--- src/half_single_float_converter_assert.svh ---
// Assertion macros for the half/single float converter.
// Depends on a clock named clk and a synchronous reset named rst in the including module.
`ifndef HALF_SINGLE_FLOAT_CONVERTER_ASSERT_SVH
`define HALF_SINGLE_FLOAT_CONVERTER_ASSERT_SVH

// Same-cycle implication, checked at every rising edge outside reset.
`define HSFC_ASSERT_NOW(lbl, ante, cons) \
  lbl: assert property (@(posedge clk) disable iff (rst) (ante) |-> (cons)) \
    else $error("hsfc same-cycle check failed");

// Next-cycle implication, checked at every rising edge outside reset.
`define HSFC_ASSERT_NEXT(lbl, ante, cons) \
  lbl: assert property (@(posedge clk) disable iff (rst) (ante) |=> (cons)) \
    else $error("hsfc next-cycle check failed");

`endif

--- src/hsfc_pkg.sv ---
// Shared types and constants for the half/single float converter.
// No dependencies; used by hsfc_lzc10 and half_single_float_converter.
package hsfc_pkg;

  // Conversion direction carried with each transaction.
  typedef enum logic {
    OP_H2S = 1'b0,
    OP_S2H = 1'b1
  } op_t;

  // Operand class decided in the first stage.
  typedef enum logic [2:0] {
    CLS_ZERO = 3'd0,
    CLS_SUB  = 3'd1,
    CLS_NORM = 3'd2,
    CLS_SPEC = 3'd3,
    CLS_INF  = 3'd4,
    CLS_NAN  = 3'd5
  } cls_t;

  localparam int unsigned HalfFracW = 10;
  localparam int unsigned LzW       = 4;

  // Difference between the single bias (127) and the half bias (15).
  localparam logic [7:0] EXP_REBIAS     = 8'd112;
  // Smallest single exponent that no longer fits a half (half exponent 31).
  localparam logic [7:0] S2H_OVF_EXP    = 8'd143;
  localparam logic [7:0] SINGLE_EXP_MAX = 8'hff;
  localparam logic [4:0] HALF_EXP_MAX   = 5'h1f;
  localparam logic [9:0] HALF_NAN_FRAC  = 10'h001;

endpackage

--- src/hsfc_lzc10.sv ---
// Leading-zero counter for the 10-bit half fraction.
// Depends on hsfc_pkg for the field widths.
module hsfc_lzc10 (
  input  logic [hsfc_pkg::HalfFracW-1:0] frac,
  output logic [hsfc_pkg::LzW-1:0]       count
);

  // Priority scan from the least significant bit upward, so the highest set bit wins.
  always_comb begin
    count = hsfc_pkg::LzW'(hsfc_pkg::HalfFracW - 1);
    for (int i = 0; i < hsfc_pkg::HalfFracW; i++) begin
      if (frac[i]) begin
        count = hsfc_pkg::LzW'(hsfc_pkg::HalfFracW - 1 - i);
      end
    end
  end

endmodule

--- src/half_single_float_converter.sv ---
// Top level of the half/single float converter: three-stage conversion pipeline.
// Depends on hsfc_pkg, hsfc_lzc10 and half_single_float_converter_assert.svh.
//
//   Channel | Signals                                   | Role
//   --------+-------------------------------------------+---------
//   input   | in_valid, in_stall, operation, operand_bits | operand
//   output  | out_valid, out_stall, result_bits         | result
//
// A transaction passes through the three pipeline registers in order, stage 1, stage 2 and stage 3,
// and is offered on result_bits from the stage 3 register until out_stall lets it be taken.
// One transaction is accepted per cycle while in_stall is low, since every stage loads
// whenever it is empty or the stage after it moves.
// Reset clears the stage valid bits only; datapath registers are not reset.
// A stage holds while the stage after it is full and held; bubbles are squeezed out,
// so in_stall rises only when all three stages are full and out_stall is high.
`include "half_single_float_converter_assert.svh"

module half_single_float_converter (
  input  logic        clk,
  input  logic        rst,
  input  logic        in_valid,
  output logic        in_stall,
  input  logic        operation,
  input  logic [31:0] operand_bits,
  output logic        out_valid,
  input  logic        out_stall,
  output logic [31:0] result_bits
);

  // Stage enables: a stage loads when it is empty or the next stage loads.
  logic en1, en2, en3;
  logic v1, v2, v3;

  assign en3      = !v3 || !out_stall;
  assign en2      = !v2 || en3;
  assign en1      = !v1 || en2;
  assign in_stall = !en1;

  always_ff @(posedge clk) begin
    if (rst) begin
      v1 <= 1'b0;
      v2 <= 1'b0;
      v3 <= 1'b0;
    end else begin
      if (en1) v1 <= in_valid;
      if (en2) v2 <= v1;
      if (en3) v3 <= v2;
    end
  end

  // Stage 1: classify the operand and count leading zeros of a half fraction.
  hsfc_pkg::op_t  op_in;
  hsfc_pkg::cls_t cls_next;
  logic [7:0]     exp_next;
  logic [9:0]     frac_next;
  logic           sign_next;
  logic [hsfc_pkg::LzW-1:0] lz_next;

  assign op_in = hsfc_pkg::op_t'(operation);

  always_comb begin
    unique case (op_in)
      hsfc_pkg::OP_H2S: begin
        sign_next = operand_bits[15];
        exp_next  = {3'b000, operand_bits[14:10]};
        frac_next = operand_bits[9:0];
        if (operand_bits[14:10] == 5'd0) begin
          cls_next = (operand_bits[9:0] == 10'd0) ? hsfc_pkg::CLS_ZERO : hsfc_pkg::CLS_SUB;
        end else if (operand_bits[14:10] == hsfc_pkg::HALF_EXP_MAX) begin
          cls_next = hsfc_pkg::CLS_SPEC;
        end else begin
          cls_next = hsfc_pkg::CLS_NORM;
        end
      end
      default: begin
        sign_next = operand_bits[31];
        exp_next  = operand_bits[30:23];
        frac_next = operand_bits[22:13];
        if (operand_bits[30:23] == hsfc_pkg::SINGLE_EXP_MAX) begin
          cls_next = (operand_bits[22:0] != 23'd0) ? hsfc_pkg::CLS_NAN : hsfc_pkg::CLS_INF;
        end else if (operand_bits[30:23] >= hsfc_pkg::S2H_OVF_EXP) begin
          cls_next = hsfc_pkg::CLS_INF;
        end else if (operand_bits[30:23] <= hsfc_pkg::EXP_REBIAS) begin
          cls_next = hsfc_pkg::CLS_ZERO;
        end else begin
          cls_next = hsfc_pkg::CLS_NORM;
        end
      end
    endcase
  end

  hsfc_lzc10 u_lzc (
    .frac  (operand_bits[9:0]),
    .count (lz_next)
  );

  hsfc_pkg::op_t  op1;
  hsfc_pkg::cls_t cls1;
  logic [7:0]     exp1;
  logic [9:0]     frac1;
  logic           sign1;
  logic [hsfc_pkg::LzW-1:0] lz1;

  always_ff @(posedge clk) begin
    if (en1) begin
      op1   <= op_in;
      cls1  <= cls_next;
      exp1  <= exp_next;
      frac1 <= frac_next;
      sign1 <= sign_next;
      lz1   <= lz_next;
    end
  end

  // Stage 2: rebias the exponent and normalize a half subnormal fraction.
  logic [7:0] exp2_next;
  logic [9:0] frac2_next;
  logic [9:0] frac_sh;

  assign frac_sh = frac1 << lz1;

  always_comb begin
    exp2_next  = exp1;
    frac2_next = frac1;
    unique case (op1)
      hsfc_pkg::OP_H2S: begin
        if (cls1 == hsfc_pkg::CLS_SUB) begin
          // The leading one becomes implicit, so shift one place past it.
          exp2_next  = hsfc_pkg::EXP_REBIAS - {4'd0, lz1};
          frac2_next = {frac_sh[8:0], 1'b0};
        end else if (cls1 == hsfc_pkg::CLS_SPEC) begin
          exp2_next = hsfc_pkg::SINGLE_EXP_MAX;
        end else begin
          exp2_next = exp1 + hsfc_pkg::EXP_REBIAS;
        end
      end
      default: begin
        exp2_next = exp1 - hsfc_pkg::EXP_REBIAS;
      end
    endcase
  end

  hsfc_pkg::op_t  op2;
  hsfc_pkg::cls_t cls2;
  logic [7:0]     exp2;
  logic [9:0]     frac2;
  logic           sign2;

  always_ff @(posedge clk) begin
    if (en2) begin
      op2   <= op1;
      cls2  <= cls1;
      exp2  <= exp2_next;
      frac2 <= frac2_next;
      sign2 <= sign1;
    end
  end

  // Stage 3: pack the result word.
  logic [31:0] result_next;

  always_comb begin
    unique case (op2)
      hsfc_pkg::OP_H2S: begin
        if (cls2 == hsfc_pkg::CLS_ZERO) begin
          result_next = {sign2, 31'd0};
        end else begin
          result_next = {sign2, exp2, frac2, 13'd0};
        end
      end
      default: begin
        case (cls2)
          hsfc_pkg::CLS_NAN:
            result_next = {16'd0, sign2, hsfc_pkg::HALF_EXP_MAX, hsfc_pkg::HALF_NAN_FRAC};
          hsfc_pkg::CLS_INF:
            result_next = {16'd0, sign2, hsfc_pkg::HALF_EXP_MAX, 10'd0};
          hsfc_pkg::CLS_NORM:
            result_next = {16'd0, sign2, exp2[4:0], frac2};
          default:
            result_next = {16'd0, sign2, 15'd0};
        endcase
      end
    endcase
  end

  hsfc_pkg::op_t op3;
  logic [31:0]   result3;

  always_ff @(posedge clk) begin
    if (en3) begin
      op3     <= op2;
      result3 <= result_next;
    end
  end

  assign out_valid   = v3;
  assign result_bits = result3;

  // A valid half subnormal sitting in the first stage.
  logic sub1;

  assign sub1 = v1 && op1 == hsfc_pkg::OP_H2S && cls1 == hsfc_pkg::CLS_SUB;

  // A half result never sets the upper sixteen bits.
  `HSFC_ASSERT_NOW(a_half_upper_zero, v3 && op3 == hsfc_pkg::OP_S2H, result3[31:16] == 16'd0)
  // A half subnormal always has a set bit, so the count stays below the field width.
  `HSFC_ASSERT_NOW(a_sub_lz_range, sub1, lz1 < hsfc_pkg::LzW'(hsfc_pkg::HalfFracW))
  // A held middle stage keeps its transaction.
  `HSFC_ASSERT_NEXT(a_s2_hold, v2 && !en3, v2 && $stable(exp2) && $stable(frac2))
  // The input side is stalled only when every stage is full.
  `HSFC_ASSERT_NOW(a_stall_full, in_stall, v1 && v2 && v3 && out_stall)

endmodule

--- config.mk ---
export PLATFORM = sky130hd
export DESIGN_NAME = half_single_float_converter
export DESIGN_NICKNAME = d
export VERILOG_FILES = /design/src/hsfc_pkg.sv /design/src/hsfc_lzc10.sv /design/src/half_single_float_converter.sv
export VERILOG_INCLUDE_DIRS = /design/src /design/src/src
export SDC_FILE = /design/constraint.sdc
export NUM_CORES = 1
export LEC_CHECK = 0
export BUFFER_PORTS_ARGS = -buffer_cell sky130_fd_sc_hd__buf_2
export CAP_MARGIN = 40
export CORE_MARGIN = 2
export CORE_UTILIZATION = 34
export CTS_BUF_LIST = sky130_fd_sc_hd__clkbuf_4 sky130_fd_sc_hd__clkbuf_8
export DETAILED_ROUTE_END_ITERATION = 10
export PLACE_DENSITY = 0.58
export SLEW_MARGIN = 0
export SYNTH_ARGS = -nofsm -noshare
export SYNTH_HDL_FRONTEND = slang
export SYNTH_SLANG_ARGS = --single-unit
--- constraint.sdc ---
create_clock -name clk -period 2.54 [get_ports clk]
set_input_delay 0.635 -clock clk [delete_from_list [all_inputs] [get_ports clk]]
set_output_delay 0.635 -clock clk [all_outputs]
set_load 0.01 [all_outputs]
==> Word level (Yosys, flattened, before mapping) <==
Cells that the tools add are included.
{ "op_classes": {"add_sub_neg": 3, "magnitude_cmp": 2, "n_eq_ne": 7, "shift": 1, "mux": 27, "n_reduce_logical": 15} }
{ "op_table": {"columns": ["op", "n"], "rows": [
  ["$pmux W15 S3", 1],
  ["$mux W32", 1],
  ["$mux W31", 1],
  ["$mux W10", 3],
  ["$mux W8", 3],
  ["$reduce_bool A23 Y1", 1],
  ["$mux W3", 7],
  ["$logic_not A10 Y1", 1],
  ["$shl A10 B4 Y9", 1],
  ["$add A8 B7 Y8 const B", 1],
  ["$eq A8 B8 Y1 const B", 1],
  ["$ge A8 B8 Y1 const B", 1],
  ["$le A8 B7 Y1 const B", 1],
  ["$mux W2", 4],
  ["$reduce_or A8 Y1", 1],
  ["$sub A7 B4 Y8 const A", 1],
  ["$sub A8 B7 Y8 const B", 1],
  ["$eq A3 B2 Y1 const B", 2],
  ["$eq A3 B3 Y1 const B", 2],
  ["$mux W1", 6],
  ["$eq A5 B5 Y1 const B", 1],
  ["$logic_not A1 Y1", 5],
  ["$logic_not A5 Y1", 1],
  ["$mux W5", 1],
  ["5 further kinds", 7]
]} }
{ "totals": {"ff_bits": 85, "input_bits": 37, "elab_cells": 74} }

==> Logic depth before layout (Yosys ltp) <==
{ "logic_depth": {"depth_word": 8, "mapped_depth": 6} }

==> Hierarchy <==
Synthesis repeated with hierarchy kept, for this count alone.
{ "hier_totals": {"hier_cells": 301, "area_unflattened_um2": 3985.1} }
{ "by_module_without_submodules": {"columns": ["mod", "n_inst", "cells_per_inst", "area_per_inst_um2", "seq_area_each_um2"], "rows": [
  ["half_single_float_converter", 1, 286, 3900.0, 2522.4],
  ["hsfc_lzc10", 1, 15, 85.1, 0.0]
]} }

==> Worst setup path after synthesis <==
OpenSTA, ideal clock, no wires.
{ "synth_timing": {"path_kind": "in2out", "from": "input out_stall", "to": "output in_stall", "t_arrival_ns": 1.573, "t_required_ns": 1.905, "setup_slack_ns": 0.332, "stages": 3, "n_path_buf": 0, "path_cell_list": "and3_1 nand2_1 inv_2"} }
{ "synth_between": {"elab_chain_cells": 5} }
{ "synth_rtl": {"columns": ["element", "line_no", "rtl"], "rows": [
  ["from (decl)", "half_single_float_converter.sv:26", "input logic out_stall,"],
  ["$logic_not A1 Y1", "half_single_float_converter.sv:34", "assign en3 = !v3 || !out_stall;"],
  ["$logic_or A1 B1 Y1", "half_single_float_converter.sv:34", null],
  ["$logic_or A1 B1 Y1", "half_single_float_converter.sv:35", "assign en2 = !v2 || en3;"],
  ["$logic_or A1 B1 Y1", "half_single_float_converter.sv:36", "assign en1 = !v1 || en2;"],
  ["$logic_not A1 Y1", "half_single_float_converter.sv:37", "assign in_stall = !en1;"],
  ["to (decl)", "half_single_float_converter.sv:22", "output logic in_stall,"]
]} }
No other way between the ends.

==> Final worst setup path <==
{ "layout_timing": {"from": "register lz1[0] (netlist name)", "to": "register frac2[9], data pin"} }
{ "layout_between": {"elab_chain_cells": 3} }
{ "layout_rtl": {"columns": ["element", "line_no", "rtl"], "rows": [
  ["from (decl)", "half_single_float_converter.sv:102", "logic [hsfc_pkg::LzW-1:0] lz1;"],
  ["from (signal assigned)", "half_single_float_converter.sv:111", "lz1 <= lz_next;"],
  ["$shl A10 B4 Y9", "half_single_float_converter.sv:120", "assign frac_sh = frac1 << lz1;"],
  ["$mux W10", "half_single_float_converter.sv:127", "if (cls1 == hsfc_pkg::CLS_SUB) begin"],
  ["$mux W10", "half_single_float_converter.sv:125", "unique case (op1)"],
  ["named net frac2_next[9]", "half_single_float_converter.sv:117", "logic [9:0] frac2_next;"],
  ["to (signal assigned)", "half_single_float_converter.sv:154", "frac2 <= frac2_next;"],
  ["to (decl)", "half_single_float_converter.sv:146", "logic [9:0] frac2;"]
]} }
The timed path passes the listed nets, and every way through them passes these cells.
A chain may end at the register's enable or synchronous reset.

==> reports/metrics.cfg <==
[drt]
via_count=2498
drt_iter0_drc=159
wl_per_cell_um=13.0
ant_nets=0
vias_per_cell=4.76
drt_wl_total_um=6820
drc=0
drt_pre_antenna_iters=4

[layout]
num_antenna_cells=0
design_area_um2=4700
drive_above_1_share_pct=27.0
fin_nets=417
area_delta_synth_final_pct=19.3

[timing]
relSlewSlack_pct=49.6
finalCritPeriodShare_pct=80.7
setup_viol_count_final=0
setup_ws_ns=0.491
setup_tns_ns=0
drv_slew=0
min_period_ns=2.05
worst_pin_slew_ns=0.753
fin_worst_skew_ns=0.00726
fin_hold_ws_ns=0.463
finalHoldViolations=0
rsz0062_at_grt=no
maxClockFrequency_mhz=488

[critical_path]
critPathKind=register to register
cp_num_buf_inv=0
rr_worst_depth=4
cp-start-kind=register
r2r-start=lz1[0]
crit_chain=mux4_2 > mux2i_1 > o21ai_1 > mux2_2
cp.required_ns=2.65
reg2reg_to=frac2[9]
critPathLaunch=lz1[0]
cp-end-kind=register
arrival_ns=2.16
reg2reg_slack_ns=0.49
cp_top_family=multiplexers
worst_path_largest_cell_delay_ns=0.72
cp_max_fo=13
cpMaxStageDelayCell=edfxtp_1

[yosys]
synth_common_cells=edfxtp_1 (82), nor2_1 (23), and2_1 (17), nand2_1 (17), a21oi_1 (16)
syn_avg_cell_area_um2=13.0
synth.area.top_cells=edfxtp_1 (62%), mux2_1 (2.9%), and2_1 (2.7%)
seq_area_frac_synth_pct=64.0
yosysMostFrequentCell=edfxtp_1
yosys.area.top_type=edfxtp_1
synth_seq_cells=85
synthFlopType=edfxtp_1
synth_edf_count=82
yosysUniqueCellTypes=48
syn_area_um2=3940
synthArstFlopShare_pct=0
synth_top_area_share_pct=62.5
ys_warn_count=0
synth_nets=344
netlist_instances=304

[floorplanning]
die_h_um=112
row_count=39
core_region_area_um2=11400
die-area_um2=12500
die_x_um=112
pin_count=71
initial_core_util_pct=34.7

[clock_network]
cts_buffers=9
hold_buffers=0
cts-root-buf=clkbuf_8
clk_latency_ns=0.35
path_clk_slew_ns=0.09
htree_levels=3
clock_path_buffers=2
clock_sinks=85
post_cts_resized=0
postCtsSetupBuffers=0
cts_tree=done

[power_and_ir_drop]
peakVddDrop_v=0.000244
power_density_nw_per_um2=681
finalPower_mw=3.20
p_leak_nw=1.98

[run]
drv_cap=0

[hold_path]
hold_depth=2
hp-class=primary input to register
min_to=out_valid
min_from=rst

[placement]
dpl.hpwl_um=5010
gp_routability_congestion=0.762
place_area_um2=4450
io_buffers=70
pre_cts_ws_ns=0.227

[global_route]
grt_antenna_before_repair=0
grt_overflow_total=0
grt_pass1_wl_um=11500
grt_pass1_vias=2354
grt_max_degree=33
track_usage_pct=11.5

[outcome]
outcome=finished, final reports clean

==> worst max-delay path by stage <==
stage | depth (start not counted) | slack [ns] | end
after floorplan | 3 | 0.33 | in_stall
after global placement | 5 | 0.23 | cls1[0]
after detailed placement | 5 | 0.23 | cls1[0]
after CTS | 4 | 0.52 | frac2[9]
after global routing | 4 | 0.39 | frac2[9]
final | 4 | 0.49 | frac2[9]
==> layer usage <==
metal	GRT usage, %	routed length [µm]	up-vias
met4	5.68	156	0
met3	2.56	385	12
met5	0	0	-
li1	-	-	1279
met2	16.4	2880	80
met1	16.6	3400	1127
==> per-stage QoR <==
stage	std cells	util [%]
global route	525	41.3
global placement	508	39.1
CTS	525	41.3
floorplan	304	-
detailed placement	509	39.1
finish	525	41.3
==> final cells by class <==
type | instances | area (µm²)
tap | 143 | 179
clock buffer | 9 | 124
sequential | 85 | 2520
fill | 1077 | 6670
clock inverter | 7 | 130
multi-input combinational | 194 | 1310
timing repair buffer | 75 | 385
inverter | 12 | 45.0
==> placed cells by master, fill, tap and decap left out, types with 4 or more instances in the layout <==
cell	count
nor3_1	11
and3_1	11
o21ai_0	7
a22o_1	4
nor2_1	23
edfxtp_1	82
nand2_1	17
mux2_2	5
mux2_1	10
xnor2_1	5
a21oi_1	16
buf_4	4
nor2b_1	7
buf_2	71
and2_1	17
inv_1	10
o21ai_1	7
mux2i_1	10
nand3_1	4
nand2b_1	5
clkbuf_8	9
==> registers in the layout (all words and copies together) (netlist names), 3 cells and up <==
| register | count |
|---|---|
| cls1 | 3 |
| cls2 | 3 |
| exp1 | 8 |
| exp2 | 8 |
| frac1 | 10 |
| frac2 | 10 |
| lz1 | 4 |
| result_bits | 32 |
==> where the power goes <==
part           total [mW]  internal (mW)  leakage [nW]  switching, mW
Combinational       0.309          0.153         0.910          0.156
Clock                1.18          0.672         0.128          0.504
Sequential           1.71           1.65         0.942         0.0628
==> cells by family after synthesis <==
logic type / Yosys count / synth area share (%)
AND/OR/NAND/NOR: 111 / 15.4
buffers and inverters: 25 / 2.64
multiplexers: 28 / 8.54
XOR/XNOR: 6 / 1.33
AO/OA/AOI/OAI: 46 / 7.14
flip-flops: 85 / 64.0
adder cells (fa/ha/maj): 3 / 0.953
Power figures use the tool's default switching activity.
